<file path="src/rtl/core/itp_pkg.sv">
// Package for the infix-to-postfix converter: sizes, characters, priorities and shared types.
package itp_pkg;

  // Operator stack depth and the widths that follow from it.
  localparam int STACK_DEPTH  = 32;
  localparam int SP_W         = $clog2(STACK_DEPTH + 1);
  localparam int ADDR_W       = $clog2(STACK_DEPTH);
  localparam int RESULT_LIMIT = 34;
  localparam int CNT_W        = $clog2(RESULT_LIMIT + 1);
  localparam int PRIO_W       = 4;

  // Characters with a meaning of their own.
  localparam logic [7:0] CH_END     = 8'h3D;  // '='
  localparam logic [7:0] CH_LPAREN  = 8'h28;  // '('
  localparam logic [7:0] CH_RPAREN  = 8'h29;  // ')'
  localparam logic [7:0] CH_POW     = 8'h5E;  // '^'
  localparam logic [7:0] CH_MUL     = 8'h2A;  // '*'
  localparam logic [7:0] CH_DIV     = 8'h2F;  // '/'
  localparam logic [7:0] CH_MOD     = 8'h25;  // '%'
  localparam logic [7:0] CH_ADD     = 8'h2B;  // '+'
  localparam logic [7:0] CH_SUB     = 8'h2D;  // '-'
  localparam logic [7:0] CH_ZERO    = 8'h30;  // '0'
  localparam logic [7:0] CH_NINE    = 8'h39;  // '9'
  localparam logic [7:0] CH_NEWLINE = 8'h0A;

  // One input item.
  typedef struct packed {
    logic [7:0] character;
    logic       end_of_expression;
  } in_t;

  // One result item.
  typedef struct packed {
    logic [7:0] symbol;
    logic       last;
    logic       overflow;
  } out_t;

  // Result request from the sequencer to the output register.
  typedef struct packed {
    logic valid;
    out_t data;
  } emit_t;

  // Sequencer states.
  typedef enum logic [1:0] {
    S_IDLE,
    S_READ,
    S_CMP,
    S_EMIT
  } state_t;

  // True for a character that enters the operator logic.
  function automatic logic is_op(input logic [7:0] ch);
    logic r;
    case (ch)
      CH_LPAREN, CH_RPAREN, CH_POW, CH_MUL, CH_DIV, CH_MOD, CH_ADD, CH_SUB: r = 1'b1;
      default: r = 1'b0;
    endcase
    return r;
  endfunction

  // Priority of a character while it sits on the stack.
  function automatic logic [PRIO_W-1:0] stack_prio(input logic [7:0] ch);
    logic [PRIO_W-1:0] p;
    case (ch)
      CH_LPAREN:              p = PRIO_W'(1);
      CH_POW:                 p = PRIO_W'(7);
      CH_MUL, CH_DIV, CH_MOD: p = PRIO_W'(5);
      CH_ADD, CH_SUB:         p = PRIO_W'(3);
      CH_RPAREN:              p = PRIO_W'(8);
      default:                p = PRIO_W'(0);
    endcase
    return p;
  endfunction

  // Priority of a character as it arrives.
  function automatic logic [PRIO_W-1:0] incoming_prio(input logic [7:0] ch);
    logic [PRIO_W-1:0] p;
    case (ch)
      CH_LPAREN:              p = PRIO_W'(8);
      CH_POW:                 p = PRIO_W'(6);
      CH_MUL, CH_DIV, CH_MOD: p = PRIO_W'(4);
      CH_ADD, CH_SUB:         p = PRIO_W'(2);
      CH_RPAREN:              p = PRIO_W'(1);
      default:                p = PRIO_W'(0);
    endcase
    return p;
  endfunction

endpackage

</file>
<file path="src/rtl/core/infix_to_postfix_converter.sv">
// Top level of the infix-to-postfix converter: input channel, sequencer and output register.
//
// One character is taken per input transfer and the input stalls until its work is done.
// Every item is transferred in the idle state. A digit then hands its result over from the
// emit state, and an ignored character takes nothing more. An operator passes through the
// read state (address) and the compare state (registered read data of the stack RAM) for
// each stack entry it examines, and through the emit state for each popped operator sent
// out. An item with end_of_expression set adds the same for the flush of the remaining
// stack, the end mark included, and an emit of the newline terminator. Results wait in an
// output register, so output stalls only hold the sequencer at its next result. No clearing
// pass follows reset: the bottom stack entry is the end mark by construction.
module infix_to_postfix_converter (
  input  logic          clk,
  input  logic          rst_n,
  input  logic          in_valid,
  input  itp_pkg::in_t  in_data,
  output logic          in_stall,
  output logic          out_valid,
  output itp_pkg::out_t out_data,
  input  logic          out_stall
);
  import itp_pkg::*;

  emit_t emit;
  logic  slot_free;
  logic  out_valid_r, out_valid_nxt;
  out_t  out_data_r, out_data_nxt;

  itp_ctrl u_ctrl (
    .clk      (clk),
    .rst_n    (rst_n),
    .in_valid (in_valid),
    .in_data  (in_data),
    .in_stall (in_stall),
    .emit     (emit),
    .slot_free(slot_free)
  );

  // The output register takes a new result once the held one is transferred.
  assign slot_free = !out_valid_r || !out_stall;

  always_comb begin
    out_valid_nxt = out_valid_r;
    out_data_nxt  = out_data_r;
    if (emit.valid && slot_free) begin
      out_valid_nxt = 1'b1;
      out_data_nxt  = emit.data;
    end else if (!out_stall) begin
      out_valid_nxt = 1'b0;
    end
  end

  always_ff @(posedge clk) begin
    if (!rst_n) begin
      out_valid_r <= 1'b0;
    end else begin
      out_valid_r <= out_valid_nxt;
    end
  end

  always_ff @(posedge clk) begin
    out_data_r <= out_data_nxt;
  end

  assign out_valid = out_valid_r;
  assign out_data  = out_data_r;

endmodule

</file>
<file path="src/rtl/core/itp_ram.sv">
// Generic single-write, single-read RAM with registered read data.
module itp_ram #(
  parameter int WIDTH = 8,
  parameter int DEPTH = 32
) (
  input  logic                     clk,
  input  logic                     we,
  input  logic [$clog2(DEPTH)-1:0] waddr,
  input  logic [WIDTH-1:0]         wdata,
  input  logic [$clog2(DEPTH)-1:0] raddr,
  output logic [WIDTH-1:0]         rdata
);

  logic [WIDTH-1:0] mem [DEPTH];

  // Write port and registered read port.
  always_ff @(posedge clk) begin
    if (we) begin
      mem[waddr] <= wdata;
    end
    rdata <= mem[raddr];
  end

endmodule

</file>
<file path="src/rtl/core/itp_ctrl.sv">
// Sequencer of the converter: operator stack, priority compare and result requests.
module itp_ctrl (
  input  logic           clk,
  input  logic           rst_n,
  input  logic           in_valid,
  input  itp_pkg::in_t   in_data,
  output logic           in_stall,
  output itp_pkg::emit_t emit,
  input  logic           slot_free
);
  import itp_pkg::*;

  state_t            state_r, state_nxt;
  logic [SP_W-1:0]   sp_r, sp_nxt;
  logic [7:0]        cur_ch_r, cur_ch_nxt;
  logic [PRIO_W-1:0] inc_r, inc_nxt;
  logic              eoe_r, eoe_nxt;
  logic              endph_r, endph_nxt;
  logic              ovf_r, ovf_nxt;
  logic [CNT_W-1:0]  cnt_r, cnt_nxt;
  logic [7:0]        pend_sym_r, pend_sym_nxt;
  logic              pend_last_r, pend_last_nxt;
  logic              pend_pop_r, pend_pop_nxt;
  logic              rd_zero_r, rd_zero_nxt;

  logic              ram_we;
  logic [ADDR_W-1:0] ram_waddr;
  logic [ADDR_W-1:0] ram_raddr;
  logic [7:0]        ram_rdata;
  logic [7:0]        top_ch;
  logic [PRIO_W-1:0] top_prio;
  logic              done;

  // Stack storage; the bottom entry is never written, and reads of it are bypassed to the end mark.
  itp_ram #(
    .WIDTH(8),
    .DEPTH(STACK_DEPTH)
  ) u_stack (
    .clk  (clk),
    .we   (ram_we),
    .waddr(ram_waddr),
    .wdata(cur_ch_r),
    .raddr(ram_raddr),
    .rdata(ram_rdata)
  );

  assign top_ch    = rd_zero_r ? CH_END : ram_rdata;
  assign top_prio  = stack_prio(top_ch);
  assign ram_raddr = ADDR_W'(sp_r - SP_W'(1));
  assign ram_waddr = sp_r[ADDR_W-1:0];
  assign in_stall  = (state_r != S_IDLE);

  // State registers.
  always_ff @(posedge clk) begin
    if (!rst_n) begin
      state_r <= S_IDLE;
      sp_r    <= SP_W'(1);
      eoe_r   <= 1'b0;
      endph_r <= 1'b0;
      ovf_r   <= 1'b0;
      cnt_r   <= '0;
    end else begin
      state_r <= state_nxt;
      sp_r    <= sp_nxt;
      eoe_r   <= eoe_nxt;
      endph_r <= endph_nxt;
      ovf_r   <= ovf_nxt;
      cnt_r   <= cnt_nxt;
    end
  end

  // Working registers of the current item.
  always_ff @(posedge clk) begin
    cur_ch_r    <= cur_ch_nxt;
    inc_r       <= inc_nxt;
    pend_sym_r  <= pend_sym_nxt;
    pend_last_r <= pend_last_nxt;
    pend_pop_r  <= pend_pop_nxt;
    rd_zero_r   <= rd_zero_nxt;
  end

  // Next state, stack updates and result requests.
  always_comb begin
    state_nxt     = state_r;
    sp_nxt        = sp_r;
    cur_ch_nxt    = cur_ch_r;
    inc_nxt       = inc_r;
    eoe_nxt       = eoe_r;
    endph_nxt     = endph_r;
    ovf_nxt       = ovf_r;
    cnt_nxt       = cnt_r;
    pend_sym_nxt  = pend_sym_r;
    pend_last_nxt = pend_last_r;
    pend_pop_nxt  = pend_pop_r;
    rd_zero_nxt   = rd_zero_r;
    ram_we        = 1'b0;
    emit          = '0;
    done          = 1'b0;

    case (state_r)
      S_IDLE: begin
        if (in_valid) begin
          cnt_nxt   = '0;
          eoe_nxt   = in_data.end_of_expression;
          endph_nxt = 1'b0;
          if (in_data.character inside {[CH_ZERO:CH_NINE]}) begin
            pend_sym_nxt  = in_data.character;
            pend_last_nxt = 1'b0;
            pend_pop_nxt  = 1'b0;
            state_nxt     = S_EMIT;
          end else if (is_op(in_data.character)) begin
            cur_ch_nxt = in_data.character;
            inc_nxt    = incoming_prio(in_data.character);
            state_nxt  = S_READ;
          end else begin
            done = 1'b1;
          end
        end
      end

      S_READ: begin
        // Address the top entry; the data comes back next cycle.
        if (sp_r == '0) begin
          done = 1'b1;
        end else begin
          rd_zero_nxt = (sp_r == SP_W'(1));
          state_nxt   = S_CMP;
        end
      end

      S_CMP: begin
        if (top_prio < inc_r) begin
          if (sp_r < SP_W'(STACK_DEPTH)) begin
            ram_we = 1'b1;
            sp_nxt = sp_r + SP_W'(1);
          end else begin
            ovf_nxt = 1'b1;
          end
          done = 1'b1;
        end else if (top_prio > inc_r) begin
          sp_nxt        = sp_r - SP_W'(1);
          pend_sym_nxt  = top_ch;
          pend_last_nxt = 1'b0;
          pend_pop_nxt  = 1'b1;
          state_nxt     = S_EMIT;
        end else begin
          sp_nxt = sp_r - SP_W'(1);
          done   = 1'b1;
        end
      end

      S_EMIT: begin
        // Results past the per-item limit are dropped without waiting.
        if (cnt_r < CNT_W'(RESULT_LIMIT)) begin
          emit.valid         = 1'b1;
          emit.data.symbol   = pend_sym_r;
          emit.data.last     = pend_last_r;
          emit.data.overflow = ovf_r;
        end
        if (slot_free || !(cnt_r < CNT_W'(RESULT_LIMIT))) begin
          if (cnt_r < CNT_W'(RESULT_LIMIT)) begin
            cnt_nxt = cnt_r + CNT_W'(1);
          end
          if (pend_last_r) begin
            sp_nxt    = SP_W'(1);
            ovf_nxt   = 1'b0;
            state_nxt = S_IDLE;
          end else if (pend_pop_r) begin
            state_nxt = S_READ;
          end else begin
            done = 1'b1;
          end
        end
      end

      default: begin
        state_nxt = S_IDLE;
      end
    endcase

    // End of one character's work: start the flush, close the output or go idle.
    if (done) begin
      if (endph_nxt) begin
        pend_sym_nxt  = CH_NEWLINE;
        pend_last_nxt = 1'b1;
        pend_pop_nxt  = 1'b0;
        state_nxt     = S_EMIT;
      end else if (eoe_nxt) begin
        endph_nxt  = 1'b1;
        cur_ch_nxt = CH_END;
        inc_nxt    = '0;
        state_nxt  = S_READ;
      end else begin
        state_nxt = S_IDLE;
      end
    end
  end

`ifndef SYNTHESIS
  // The stack pointer never passes the depth.
  a_sp_range: assert property (@(posedge clk) disable iff (!rst_n)
    sp_r <= SP_W'(STACK_DEPTH))
    else $error("stack pointer beyond depth");

  // Between items the end mark is always on the stack.
  a_idle_seeded: assert property (@(posedge clk) disable iff (!rst_n)
    (state_r == S_IDLE) |-> (sp_r != '0))
    else $error("stack empty between items");

  // A push is only written while there is room.
  a_push_room: assert property (@(posedge clk) disable iff (!rst_n)
    ram_we |-> (sp_r < SP_W'(STACK_DEPTH)))
    else $error("push onto a full stack");

  // After the terminator transfer the stack is reseeded and the block is idle.
  a_last_reseed: assert property (@(posedge clk) disable iff (!rst_n)
    (emit.valid && emit.data.last && slot_free) |=>
      (state_r == S_IDLE && sp_r == SP_W'(1) && !ovf_r))
    else $error("no reseed after terminator");
`endif

endmodule
</file>
<file path="config.mk">
export PLATFORM = sky130hd
export DESIGN_NAME = infix_to_postfix_converter
export DESIGN_NICKNAME = d
export VERILOG_FILES = /design/src/rtl/core/itp_pkg.sv /design/src/rtl/core/infix_to_postfix_converter.sv /design/src/rtl/core/itp_ram.sv /design/src/rtl/core/itp_ctrl.sv
export SDC_FILE = /design/constraint.sdc
export NUM_CORES = 1
export LEC_CHECK = 0
export BUFFER_PORTS_ARGS = -buffer_cell sky130_fd_sc_hd__buf_2
export CAP_MARGIN = 10
export CORE_MARGIN = 4
export CORE_UTILIZATION = 60
export DETAILED_ROUTE_END_ITERATION = 10
export PLACE_DENSITY = 0.77
export SYNTH_ARGS = -nofsm -noshare
export SYNTH_HDL_FRONTEND = slang
export SYNTH_SLANG_ARGS = --single-unit
</file>
<file path="constraint.sdc">
create_clock -name clk -period 6.2 [get_ports clk]
set_clock_uncertainty 0.05 [all_clocks]
set_input_delay 1.55 -clock clk [delete_from_list [all_inputs] [get_ports clk]]
set_output_delay 1.55 -clock clk [all_outputs]
set_load 0.03 [all_outputs]
</file>
==> results by stage <==
Outcome:
- The run finished with clean final reports.

Placement:
- The routability-driven placement congestion ratio is 0.943.
- Buffers placed on the I/O ports in this run total 24.
- The number of cells after detailed placement is 1,021.
- The placed standard-cell area is 13,300 µm².
- The HPWL after detailed placement is 18.4 mm.
- Timing analysis after detailed placement gives a worst setup slack of 2130 ps.

Global route:
- The maximum number of pins on one net before global-route repair is 57.
- The global-route track usage on met3 is 0.0498.
- The initial antenna violation count is 1.
- For this run, global-route usage on met2 was measured as 0.399.
- The most used routing layer in global routing is met2.
- The met1 demand-to-capacity share in global routing is 0.347.
- Across every metal layer, demand over resource in global routing totals 0.246.
- The residual overflow from global routing is 0.
- The first global-routing pass estimated 44.0 mm of wire.
- The via count of the first global-routing pass is 6,973.

Timing:
- Derived from the worst setup path, the maximum achievable clock frequency is 243 MHz.
- At the pin with the least slew margin, the transition time is 1010 ps.
- The final critical-path share of the clock period is 0.665.
- The final worst setup slack is 2080 ps.
- The number of max-slew violations in the final report is 0.
- Setup total negative slack on the finished layout was measured at 0 ps.
- The post-layout minimum cycle time is 4120 ps.
- The worst hold slack across all endpoints is 426 ps.
- In this run the tightest slew margin relative to its limit is 0.330.
- The number of endpoints failing setup at the final stage is 0.
- The number of hold violations in the final report is 0.
- Setup repair after global routing left no endpoint under its margin.

Clocking:
- The clock passes through at most 3 buffers.
- TritonCTS built the clock tree.
- The tree built by TritonCTS fans out to 315 sinks.
- The TritonCTS buffer count is 30.
- The root cell of the clock tree is clkbuf_16.
- The clock transition at the registers of the reported paths is 70 ps.
- The number of setup buffers added after CTS is 0.
- The clock latency on the worst-skew pair is 560 ps.
- The post-cts hold buffer count is 0.
- The number of gates resized after CTS is 0.
- CTS built an H-tree with a depth of 1.

Die:
- The top-level I/O count is 25.
- Measured along the y axis, the die boundary spans 155 µm.
- The die covers 24,000 µm².
- Measured along the x axis, the die boundary spans 155 µm.
- The floorplan core area is 21,100 µm².
- For this configuration, the core starts out at a cell density of 0.613.
- The floorplan has 53 rows.

Drt:
- The length of the first detailed-routing pass in iterations is 5.
- Summed over all layers, the routed wires come to 29.2 mm.
- The post-detailed-route DRC marker count is 0.
- The detail-routed via count per cell is 6.61.
- The routed length per instance is 27.1 µm.
- For this block, the via count after detailed routing is 7,120.
- The initial detailed-routing violation count is 745.
- In this run the remaining antenna-violating nets after routing total 0.

Logic synthesis:
- The synthesized design contains 315 register bits.
- The share of the Yosys chip area taken by registers is 0.695.
- The total standard cell area after synthesis is 12,900 µm².
- Counting flops with a built-in enable in the synthesized netlist gives 267.
- The number of nets in the synthesized netlist is 775.
- The proportion of register bits with asynchronous set or reset after synthesis is 0.
- The synthesis warning total is 0.
- The most frequently used flop master after synthesis is edfxtp_1.
- The mean cell area of the mapped netlist is 17.3 µm².
- In this run, distinct cell masters in the synthesized netlist total 71.
- The number of instances in the synthesized netlist is 749.

Finish:
- Leaving out fill and tap cells, the most frequent cell in the layout is edfxtp_1.
- Of the cells placed in the final design, the portion with a size suffix greater than 1 is 0.243.
- Counting the fill cells in the layout gives 1,324.
- The number of antenna cells inserted is 0.
- The number of nets in the finished design is 804.
- The area growth from synthesis to layout is 11.0%.
- The post-route cell area is 14,400 µm².
- The finished layout holds 1,077 standard cells, fillers aside.
- In the layout the commonest cells are edfxtp_1, mux4_2, nor2_1.

Flow run:
- Max-cap violations in this run came to 0.

Power:
- In this run the static leakage power is 4.78 nW.
- The peak supply drop is 0.238 mV.
- The total power density per cell area is 454 nW/µm².

Setup path:
- Data arrives at the worst endpoint at 4250 ps.
- Together, buffers and inverters on the worst path number 0.
- The critical path is of the reg -> reg type.
- The most prevalent standard cell on the critical path is nor2_1.
- For this design, the slowest cell found on the critical path is nor2_1.
- Walking the worst path, the cells encountered are or2_2 -> nor2_1 -> nand4b_1 -> o21ai_0 -> ha_1 -> nor2b_1 -> o211ai_2 -> nand3_1 -> nor2_1 -> nand2_1 -> nor2_1.
- STA classifies the critical path startpoint as a flop.
- The sort of element at the end of the critical path is a flop.
- The peak fanout along the critical path is 9.
- The highest cell delay on the worst timing path is 700 ps.
- The family with the most delay on the worst path is simple AND/OR/NAND/NOR gates.
- At the worst endpoint, the required time is 6320 ps.

Min path:
- The path type of the worst min-delay path is reg -> reg.
[cell type report]
| cell class | instances | area (µm²) | area share |
|---|---|---|---|
| timing repair buffer | 29 | 158 | 0.0110 |
| multi-input combinational | 383 | 3720 | 0.259 |
| sequential | 315 | 8990 | 0.627 |
| inverter | 19 | 71.3 | 0.00497 |
| tap | 275 | 344 | 0.0240 |
| clock inverter | 23 | 300 | 0.0209 |
| clock buffer | 33 | 762 | 0.0531 |
[per-stage QoR]
step / total power [W] / util
after floorplan: 0.00408 / -
after global placement: 0.00459 / 0.630
after detailed placement: 0.00464 / 0.630
after CTS: 0.00655 / 0.681
after global routing: 0.00678 / 0.681
final: 0.00652 / 0.681
[cells in the mapped netlist (all sizes together) (2+ instances only)]
master | count | area (µm²)
nor4 | 2 | 12.5
xnor2 | 6 | 52.6
a41o | 2 | 20.0
edfxtp | 267 | 8020
mux4 | 80 | 1800
mux2i | 9 | 90.1
a311oi | 2 | 23.8
nor3 | 10 | 50.1
nor2b | 3 | 18.8
and3 | 13 | 83.8
inv | 19 | 71.3
a21o | 2 | 16.3
a22oi | 4 | 30.0
mux2 | 8 | 90.1
dfxtp | 48 | 961
o21a | 4 | 30.0
a222oi | 2 | 20.0
or2 | 2 | 15.0
ha | 13 | 163
nand4 | 4 | 25.0
buf | 17 | 105
nand2b | 3 | 18.8
a21oi | 15 | 75.1
a211o | 5 | 45.0
a31oi | 9 | 56.3
nand4b | 3 | 26.3
nor3b | 2 | 15.0
nand3 | 13 | 65.1
nor2 | 72 | 270
or3 | 2 | 12.5
nand2 | 38 | 143
o21ai | 17 | 88.8
xor2 | 6 | 52.6
a21boi | 4 | 30.0
a211oi | 2 | 15.0
a221oi | 2 | 23.8
clkbuf | 15 | 56.3
[state kept, by name, indices dropped and copies added (netlist names), 4 cells and up]
| signal | flops |
|---|---|
| u_ctrl.u_stack.rdata | 8 |
| out_data | 10 |
| u_ctrl.inc_r | 4 |
| u_ctrl.u_stack.mem | 256 |
| u_ctrl.cnt_r | 6 |
| u_ctrl.cur_ch_r | 8 |
| u_ctrl.sp_r | 6 |
| u_ctrl.pend_sym_r | 8 |
[power by group]
part / internal [W] / total [W] / switching (W)
Sequential: 0.00257 / 0.00293 / 0.000362
Clock: 0.00114 / 0.00192 / 0.000774
Combinational: 0.000838 / 0.00167 / 0.000834
Total: 0.00455 / 0.00652 / 0.00197
[cells by family (layout without fill, tap and decap cells)]
| group | count (synthesis) | after routing | share of synthesized area |
|---|---|---|---|
| flops | 315 | 315 | 0.695 |
| simple gates | 174 | 174 | 0.0640 |
| mux | 97 | 97 | 0.153 |
| compound gates | 87 | 87 | 0.0493 |
| buf+inv | 51 | 104 | 0.0180 |
| fa+ha+maj | 13 | 13 | 0.0126 |
| xor+xnor | 12 | 12 | 0.00813 |
[tightest hold or removal path, delay by kind of cell, from the launching register on]
family             cells  cell delay (ps)
AOI/OAI and AO/OA      1               60
DFF                    1              310
and+or+nand+nor        1               50
[layer usage]
layer,vias up,wire length (µm)
met5,-,13
met4,2,862
met3,59,2950
met2,447,14300
met1,3556,11000
li1,3056,-
[final timing paths]
path	from	to	slack, ps	depth (start not counted)
worst min-delay path	u_ctrl.pend_sym_r[2]	u_ctrl.pend_sym_r[2]	430	2
worst min register to register	u_ctrl.pend_sym_r[2]	u_ctrl.pend_sym_r[2]	430	2
worst max-delay path	u_ctrl.rd_zero_r	u_ctrl.u_stack.mem[15][7]	2080	11
worst max register to register	u_ctrl.rd_zero_r	u_ctrl.u_stack.mem[15][7]	2080	11
No activity file was read; power rests on OpenSTA's default activity.
